**src/hw/rtl/wbts_pkg.sv**
```systemverilog
package wbts_pkg;

  localparam int unsigned StoreTexels = 65536;
  localparam int unsigned MaxDimension = 4096;
  localparam int unsigned WeightFractionBits = 8;

  typedef enum logic [1:0] {
    CfgWidth  = 2'd0,
    CfgHeight = 2'd1,
    CfgBase   = 2'd2,
    CfgFilter = 2'd3
  } cfg_idx_e;

  typedef enum logic {
    CmdWrite  = 1'b0,
    CmdSample = 1'b1
  } cmd_e;

  typedef struct packed {
    logic              cmd;
    logic [15:0]       write_index;
    logic [31:0]       write_rgba;
    logic signed [31:0] u_coord;
    logic signed [31:0] v_coord;
    logic [11:0]       offset_x;
    logic [11:0]       offset_y;
  } in_item_t;

  typedef struct packed {
    logic [15:0] red_out;
    logic [15:0] green_out;
    logic [15:0] blue_out;
    logic [15:0] alpha_out;
  } out_item_t;

  // Clamp a dimension register to the range one to the maximum.
  function automatic logic [16:0] eff_dim(input logic [12:0] d, input logic [16:0] dmax);
    logic [16:0] r;
    r = {4'd0, d};
    if (d == 13'd0) begin
      r = 17'd1;
    end else if ({4'd0, d} > dmax) begin
      r = dmax;
    end
    return r;
  endfunction

endpackage

```
**src/hw/rtl/wbts_front.sv**
```systemverilog
// Front end: wraps coordinates, scales and reduces them to texel indices and addresses.
module wbts_front #(
  parameter int unsigned STORE_TEXELS = 65536,
  parameter int unsigned MAX_DIMENSION = 4096,
  parameter int unsigned WEIGHT_FRACTION_BITS = 8,
  localparam int unsigned AW = $clog2(STORE_TEXELS),
  localparam int unsigned FW = WEIGHT_FRACTION_BITS
) (
  input  logic                 clk_i,
  input  logic                 rst_ni,
  input  logic                 in_valid,
  output logic                 in_stall,
  input  wbts_pkg::in_item_t   in_item_i,
  input  logic [12:0]          width_i,
  input  logic [12:0]          height_i,
  input  logic [15:0]          base_i,
  input  logic                 filter_i,
  output logic                 fq_valid_o,
  input  logic                 fq_ready_i,
  output logic                 fq_cmd_o,
  output logic                 fq_bilin_o,
  output logic [AW-1:0]        fq_addr_o [4],
  output logic [31:0]          fq_data_o,
  output logic [FW-1:0]        fq_fx_o,
  output logic [FW-1:0]        fq_fy_o
);
  import wbts_pkg::*;

  localparam logic [16:0] DMax = 17'(MAX_DIMENSION);

  // Six steps of restoring reduction of an offset by a dimension, using the
  // dimension shifted left by lo+5 down to lo.
  function automatic logic [11:0] reduce6(input logic [11:0] x, input logic [16:0] d,
                                          input int unsigned lo);
    logic [28:0] r;
    logic [28:0] m;
    r = 29'(x);
    for (int k = 5; k >= 0; k--) begin
      m = 29'(d) << (lo + k);
      if (r >= m) r = r - m;
    end
    return r[11:0];
  endfunction

  logic          s1_v_q, s2_v_q, s3_v_q, s4_v_q;
  logic          s1_cmd_q, s2_cmd_q, s3_cmd_q, s4_cmd_q;
  logic          s1_bil_q, s2_bil_q, s3_bil_q, s4_bil_q;
  logic [16:0]   s1_w_q, s1_h_q, s2_w_q, s2_h_q, s3_w_q;
  logic [16:0]   s1_ui_q, s1_vi_q, s2_ui_q, s2_vi_q;
  logic [FW-1:0] s1_fx_q, s1_fy_q, s2_fx_q, s2_fy_q, s3_fx_q, s3_fy_q, fx_q, fy_q;
  logic [11:0]   s1_ox_q, s1_oy_q, s2_ox_q, s2_oy_q;
  logic [15:0]   s1_idx_q, s2_idx_q, s3_idx_q;
  logic [31:0]   s1_data_q, s2_data_q, s3_data_q, s4_data_q;
  logic [15:0]   s1_base_q, s2_base_q, s3_base_q;
  logic          adv;

  assign adv = !s4_v_q || fq_ready_i;
  assign in_stall = !adv;

  logic [16:0] w_e, h_e;
  logic [32:0] su, sv;
  assign w_e = eff_dim(width_i, DMax);
  assign h_e = eff_dim(height_i, DMax);
  assign su = {17'd0, in_item_i.u_coord[15:0]} * {16'd0, w_e};
  assign sv = {17'd0, in_item_i.v_coord[15:0]} * {16'd0, h_e};

  // Valid bits of the four front stages; the whole front moves together.
  always_ff @(posedge clk_i or negedge rst_ni) begin
    if (!rst_ni) begin
      s1_v_q <= 1'b0;
      s2_v_q <= 1'b0;
      s3_v_q <= 1'b0;
      s4_v_q <= 1'b0;
    end else if (adv) begin
      s1_v_q <= in_valid;
      s2_v_q <= s1_v_q;
      s3_v_q <= s2_v_q;
      s4_v_q <= s3_v_q;
    end
  end

  // Stage one: scale the wrapped fractions and start reducing the offsets.
  always_ff @(posedge clk_i) begin
    if (adv) begin
      s1_cmd_q  <= in_item_i.cmd;
      s1_bil_q  <= filter_i;
      s1_w_q    <= w_e;
      s1_h_q    <= h_e;
      s1_ui_q   <= su[32:16];
      s1_vi_q   <= sv[32:16];
      s1_fx_q   <= su[15 -: FW];
      s1_fy_q   <= sv[15 -: FW];
      s1_ox_q   <= reduce6(in_item_i.offset_x, w_e, 6);
      s1_oy_q   <= reduce6(in_item_i.offset_y, h_e, 6);
      s1_idx_q  <= in_item_i.write_index;
      s1_data_q <= in_item_i.write_rgba;
      s1_base_q <= base_i;
    end
  end

  // Stage two: finish the offset reduction, leaving it below the dimension.
  always_ff @(posedge clk_i) begin
    if (adv) begin
      s2_cmd_q  <= s1_cmd_q;
      s2_bil_q  <= s1_bil_q;
      s2_w_q    <= s1_w_q;
      s2_h_q    <= s1_h_q;
      s2_ui_q   <= s1_ui_q;
      s2_vi_q   <= s1_vi_q;
      s2_fx_q   <= s1_fx_q;
      s2_fy_q   <= s1_fy_q;
      s2_ox_q   <= reduce6(s1_ox_q, s1_w_q, 0);
      s2_oy_q   <= reduce6(s1_oy_q, s1_h_q, 0);
      s2_idx_q  <= s1_idx_q;
      s2_data_q <= s1_data_q;
      s2_base_q <= s1_base_q;
    end
  end

  // Stage three: integer part plus reduced offset, wrapped by one subtraction,
  // and the next column and row.
  logic [17:0] cs, rs;
  logic [16:0] c0, r0, c1, r1;
  assign cs = 18'(s2_ui_q) + 18'(s2_ox_q);
  assign rs = 18'(s2_vi_q) + 18'(s2_oy_q);
  assign c0 = (cs >= 18'(s2_w_q)) ? 17'(cs - 18'(s2_w_q)) : 17'(cs);
  assign r0 = (rs >= 18'(s2_h_q)) ? 17'(rs - 18'(s2_h_q)) : 17'(rs);
  assign c1 = (c0 + 17'd1 == s2_w_q) ? 17'd0 : c0 + 17'd1;
  assign r1 = (r0 + 17'd1 == s2_h_q) ? 17'd0 : r0 + 17'd1;

  logic [16:0] s3_c0_q, s3_c1_q, s3_r0_q, s3_r1_q;

  always_ff @(posedge clk_i) begin
    if (adv) begin
      s3_cmd_q  <= s2_cmd_q;
      s3_bil_q  <= s2_bil_q;
      s3_w_q    <= s2_w_q;
      s3_fx_q   <= s2_fx_q;
      s3_fy_q   <= s2_fy_q;
      s3_c0_q   <= c0;
      s3_c1_q   <= c1;
      s3_r0_q   <= r0;
      s3_r1_q   <= r1;
      s3_idx_q  <= s2_idx_q;
      s3_data_q <= s2_data_q;
      s3_base_q <= s2_base_q;
    end
  end

  // Stage four: row start addresses.
  logic [33:0] prod0, prod1;
  assign prod0 = s3_r0_q * s3_w_q;
  assign prod1 = s3_r1_q * s3_w_q;

  logic [AW-1:0] row0_q, row1_q, col0_q, col1_q;
  logic [AW-1:0] widx_q;

  always_ff @(posedge clk_i) begin
    if (adv) begin
      s4_cmd_q  <= s3_cmd_q;
      s4_bil_q  <= s3_bil_q;
      s4_data_q <= s3_data_q;
      widx_q    <= AW'(s3_idx_q);
      row0_q    <= AW'(prod0) + AW'(s3_base_q);
      row1_q    <= AW'(prod1) + AW'(s3_base_q);
      col0_q    <= AW'(s3_c0_q);
      col1_q    <= AW'(s3_c1_q);
      fx_q      <= s3_fx_q;
      fy_q      <= s3_fy_q;
    end
  end

  assign fq_valid_o = s4_v_q;
  assign fq_cmd_o   = s4_cmd_q;
  assign fq_bilin_o = s4_bil_q;
  assign fq_data_o  = s4_data_q;
  assign fq_fx_o    = fx_q;
  assign fq_fy_o    = fy_q;
  assign fq_addr_o[0] = (s4_cmd_q == CmdWrite) ? widx_q : row0_q + col0_q;
  assign fq_addr_o[1] = row0_q + col1_q;
  assign fq_addr_o[2] = row1_q + col0_q;
  assign fq_addr_o[3] = row1_q + col1_q;

  a_hold: assert property (@(posedge clk_i) disable iff (!rst_ni)
    s4_v_q && !fq_ready_i |=> s4_v_q) else $error("front item lost");
  a_stall: assert property (@(posedge clk_i) disable iff (!rst_ni)
    in_stall |-> s4_v_q) else $error("stall without held item");
  a_off: assert property (@(posedge clk_i) disable iff (!rst_ni)
    s2_v_q |-> (17'(s2_ox_q) < s2_w_q)) else $error("offset not reduced");
  a_sub: assert property (@(posedge clk_i) disable iff (!rst_ni)
    s2_v_q |-> (c0 < s2_w_q)) else $error("column not reduced");
endmodule

```
**config.mk**
```make
export PLATFORM = sky130hd
export DESIGN_NAME = wbts_front
export DESIGN_NICKNAME = d
export VERILOG_FILES = /design/src/hw/rtl/wbts_pkg.sv /design/src/hw/rtl/wbts_front.sv
export SDC_FILE = /design/constraint.sdc
export NUM_CORES = 2
export LEC_CHECK = 0
export BUFFER_PORTS_ARGS = -buffer_cell sky130_fd_sc_hd__buf_2
export CORE_ASPECT_RATIO = 0.7
export CORE_MARGIN = 5
export CORE_UTILIZATION = 55
export CTS_CLUSTER_SIZE = 28
export DETAILED_ROUTE_END_ITERATION = 6
export HOLD_SLACK_MARGIN = 0.05
export PLACE_DENSITY = 0.8
export REMOVE_ABC_BUFFERS = 1
export SYNTH_ARGS = -nofsm -noshare
export SYNTH_HDL_FRONTEND = slang
export SYNTH_SLANG_ARGS = --single-unit
```
**constraint.sdc**
```tcl
create_clock -name clk_i -period 15.1 [get_ports clk_i]
set_clock_uncertainty 0.05 [all_clocks]
set_input_delay 0.755 -clock clk_i [delete_from_list [all_inputs] [get_ports clk_i]]
set_output_delay 0.755 -clock clk_i [all_outputs]
set_load 0.01 [all_outputs]
```
==> results.txt <==
setup TNS: 0 ns
Post-DRT Antenna Nets: 0
clk root buf: clkbuf_16
Row Count: 104
via density per instance: 5.75
TritonRoute pass-1 iters: 6
CTS tree: done
cells taking the most area after synthesis: edfxtp_1 (29%), fa_1 (17%), ha_1 (13%)
Mapped Area: 63100 µm²
Peak Freq: 68.0 MHz
clock buffer depth: 3
GRT Residual Overflow: 0
H-Tree Depth: 3
vias in the first global route: 51200
WS Path Type: reg2reg
minimum clock period: 14.71 ns
num ports: 300
Post-synth top flop: edfxtp_1
first-pass GRT wire length: 272000 µm
hold path start: in_item_i[126]
Max stage delay on crit path: 0.41 ns
largest net degree at the start of global routing: 114
layout cells sized above 1: 17.0%
Layout Cells excl Fill: 8806
synthesized area per cell: 9.68 µm²
Initial DRC Count: 4654
max cap viols: 0
synthesized instance count: 6520
Slew Viols, Final: 0
synth warn: 0
CP Capture Type: flip-flop
Final setup viols: 0
Worst Path Required: 15.44 ns
worst-margin pin slew: 1.14 ns
leading area contributor after synthesis: edfxtp_1
status: finished clean
hold crit path type: in2reg
Slew headroom: 23.8%
antenna violations before repair: 10
Final Hold Fails: 0
HPWL Detailed: 134000 µm
crit-path most repeated cell: a21oi_2
DRC violations left: 0
final period utilization: 97.4%
gr usage total: 27.5%
placed instance count: 8628
design area: 72900 µm²
Worst-Skew Late Latency: 0.66 ns
fin nets: 8559
critical path's slowest cell: edfxtp_1
post-synth top area share: 29.2%
filler cell count in the final layout: 8956
clock buffer count from CTS: 68
routability cong.: 0.956
Initial Utilization: 55.2%
sequential share of the synthesized area: 29.3%
PortBufs: 267
crit path launch: s1_ox_q[5]
WL/cell: 19.4 µm
crit path buf inv count: 11
chip width: 415 µm
Core Region: 114000 µm²
die area: 122000 µm²
Clock Sinks: 617
Worst EP arrival: 15.05 ns
top-count cell post-synth: inv_1
Worst-path clk slew: 0.07 ns
Async SR Flop Fraction: 0.648%
Seq cells post-synth: 617
Place WS: -1.05 ns
Crit path max-delay family: compound AO/OA/AOI/OAI gates
via count: 50600
Netlist cell types: 100
Area Growth Syn to Fin: 15.6%
DRT Wirelength: 171000 µm
CP Launch Type: flip-flop
Final WS setup: 0.386 ns
Placed Area: 69300 µm²
number of flops mapped to enable cells by yosys: 613
Synth top cells by count: inv_1 (910), nand2_1 (784), ha_1 (642)
worst reg2reg startpoint: s1_ox_q[5]
Worst Path Max Fanout: 7
Die Height: 293 µm
final cells by class:
cell class | instances | area (µm²) | area share (%)
Clock buffer | 81 | 1750 | 2.40
Sequential cell | 617 | 18500 | 25.4
Multi-Input combinational cell | 4816 | 41400 | 56.7
Inverter | 912 | 3430 | 4.71
Clock inverter | 42 | 569 | 0.781
Tap cell | 1537 | 1920 | 2.64
Antenna cell | 7 | 17.5 | 0.0240
Timing Repair Buffer | 794 | 5340 | 7.32
per-stage QoR:
stage / util, % / hold WS (ns)
6_report: 63.7 / 0.196
5_1_grt: 63.7 / 0.172
4_1_cts: 62.8 / 0.159
3_5_place_dp: 60.6 / 0.355
3_3_place_gp: 60.6 / 0.350
2_1_floorplan: - / 0.350
registers in the layout (all words and copies together), names as in the netlist, 15 cells and up:
| register | flops |
|---|---|
| s3_c0_q | 16 |
| s2_vi_q | 15 |
| col1_q | 16 |
| col0_q | 16 |
| fq_data_o | 32 |
| s2_ui_q | 15 |
| s2_data_q | 32 |
| row1_q | 16 |
| s2_idx_q | 16 |
| s3_r0_q | 16 |
| row0_q | 16 |
| s2_base_q | 16 |
| widx_q | 16 |
| s1_ui_q | 15 |
| s1_data_q | 32 |
| s3_r1_q | 16 |
| s1_idx_q | 16 |
| s3_data_q | 32 |
| s1_vi_q | 15 |
| s3_idx_q | 16 |
| s3_base_q | 16 |
| s3_c1_q | 16 |
| s1_base_q | 16 |
timing repair:
action | CTS | global route
gates resized for setup | 43 | 209
hold buffers | 1 | 0
pin swaps | 12 | 86
endpoints found under the setup margin | 30 | 36
gates cloned | 0 | 1
setup buffers | 8 | 38
hold endpoints to repair | 4 | 0
layer usage:
metal	GRT usage, %	wire length, µm	vias up
met5	0	0	-
met4	8.34	5430	0
met3	4.73	15300	349
met1	39.6	74300	24500
li1	-	-	23500
met2	43.0	76100	2258
logic make-up (layout without fill, tap and decap cells):
group	count (synthesis)	count (layout)	share of synthesized area, %
AND/OR/NAND/NOR	1924	1924	14.6
flip-flops	617	617	29.3
AO/OA/AOI/OAI	1148	1148	11.7
XOR/XNOR	438	438	6.10
buffers and inverters	1087	1829	6.48
other	0	7	0
multiplexers	140	140	2.45
adder cells (fa/ha/maj)	1166	1166	29.4
worst paths after layout:
| kind | to | slack, ns | cells after the start |
|---|---|---|---|
| max in group asynchronous | s2_v_q | 14.51 | 2 |
| worst min register to register | col1_q[6] | 0.34 | 0 |
| worst max-delay path | s2_ox_q[4] | 0.39 | 79 |
| worst min-delay path | s1_idx_q[6] | 0.20 | 1 |
| worst max register to register | s2_ox_q[4] | 0.39 | 79 |
| min in group asynchronous | s1_v_q | 0.37 | 2 |
cells in the final DEF (no fill, tap or decap), drive strengths merged, types with 26 or more instances in the layout:
master and n:
inv 918, buf 793, nand2 784, ha 642
edfxtp 613, fa 524, a21oi 348, nor2 335
xnor2 304, o21ai 261, and2 220, xor2 133
a21o 132, mux2 105, nor3 100, nand3 98
o21bai 83, nor2b 83, clkbuf 81, nand4 61
o21a 56, nand2b 55, a211oi 37, mux2i 35
nor4 34, and3 32, a21boi 28, o31ai 27
clkinv 27, or3 26, a31oi 26
Power is left out: the tool's default activity adds up to more than one toggle a clock period on the data nets, which glitch-free logic cannot reach.
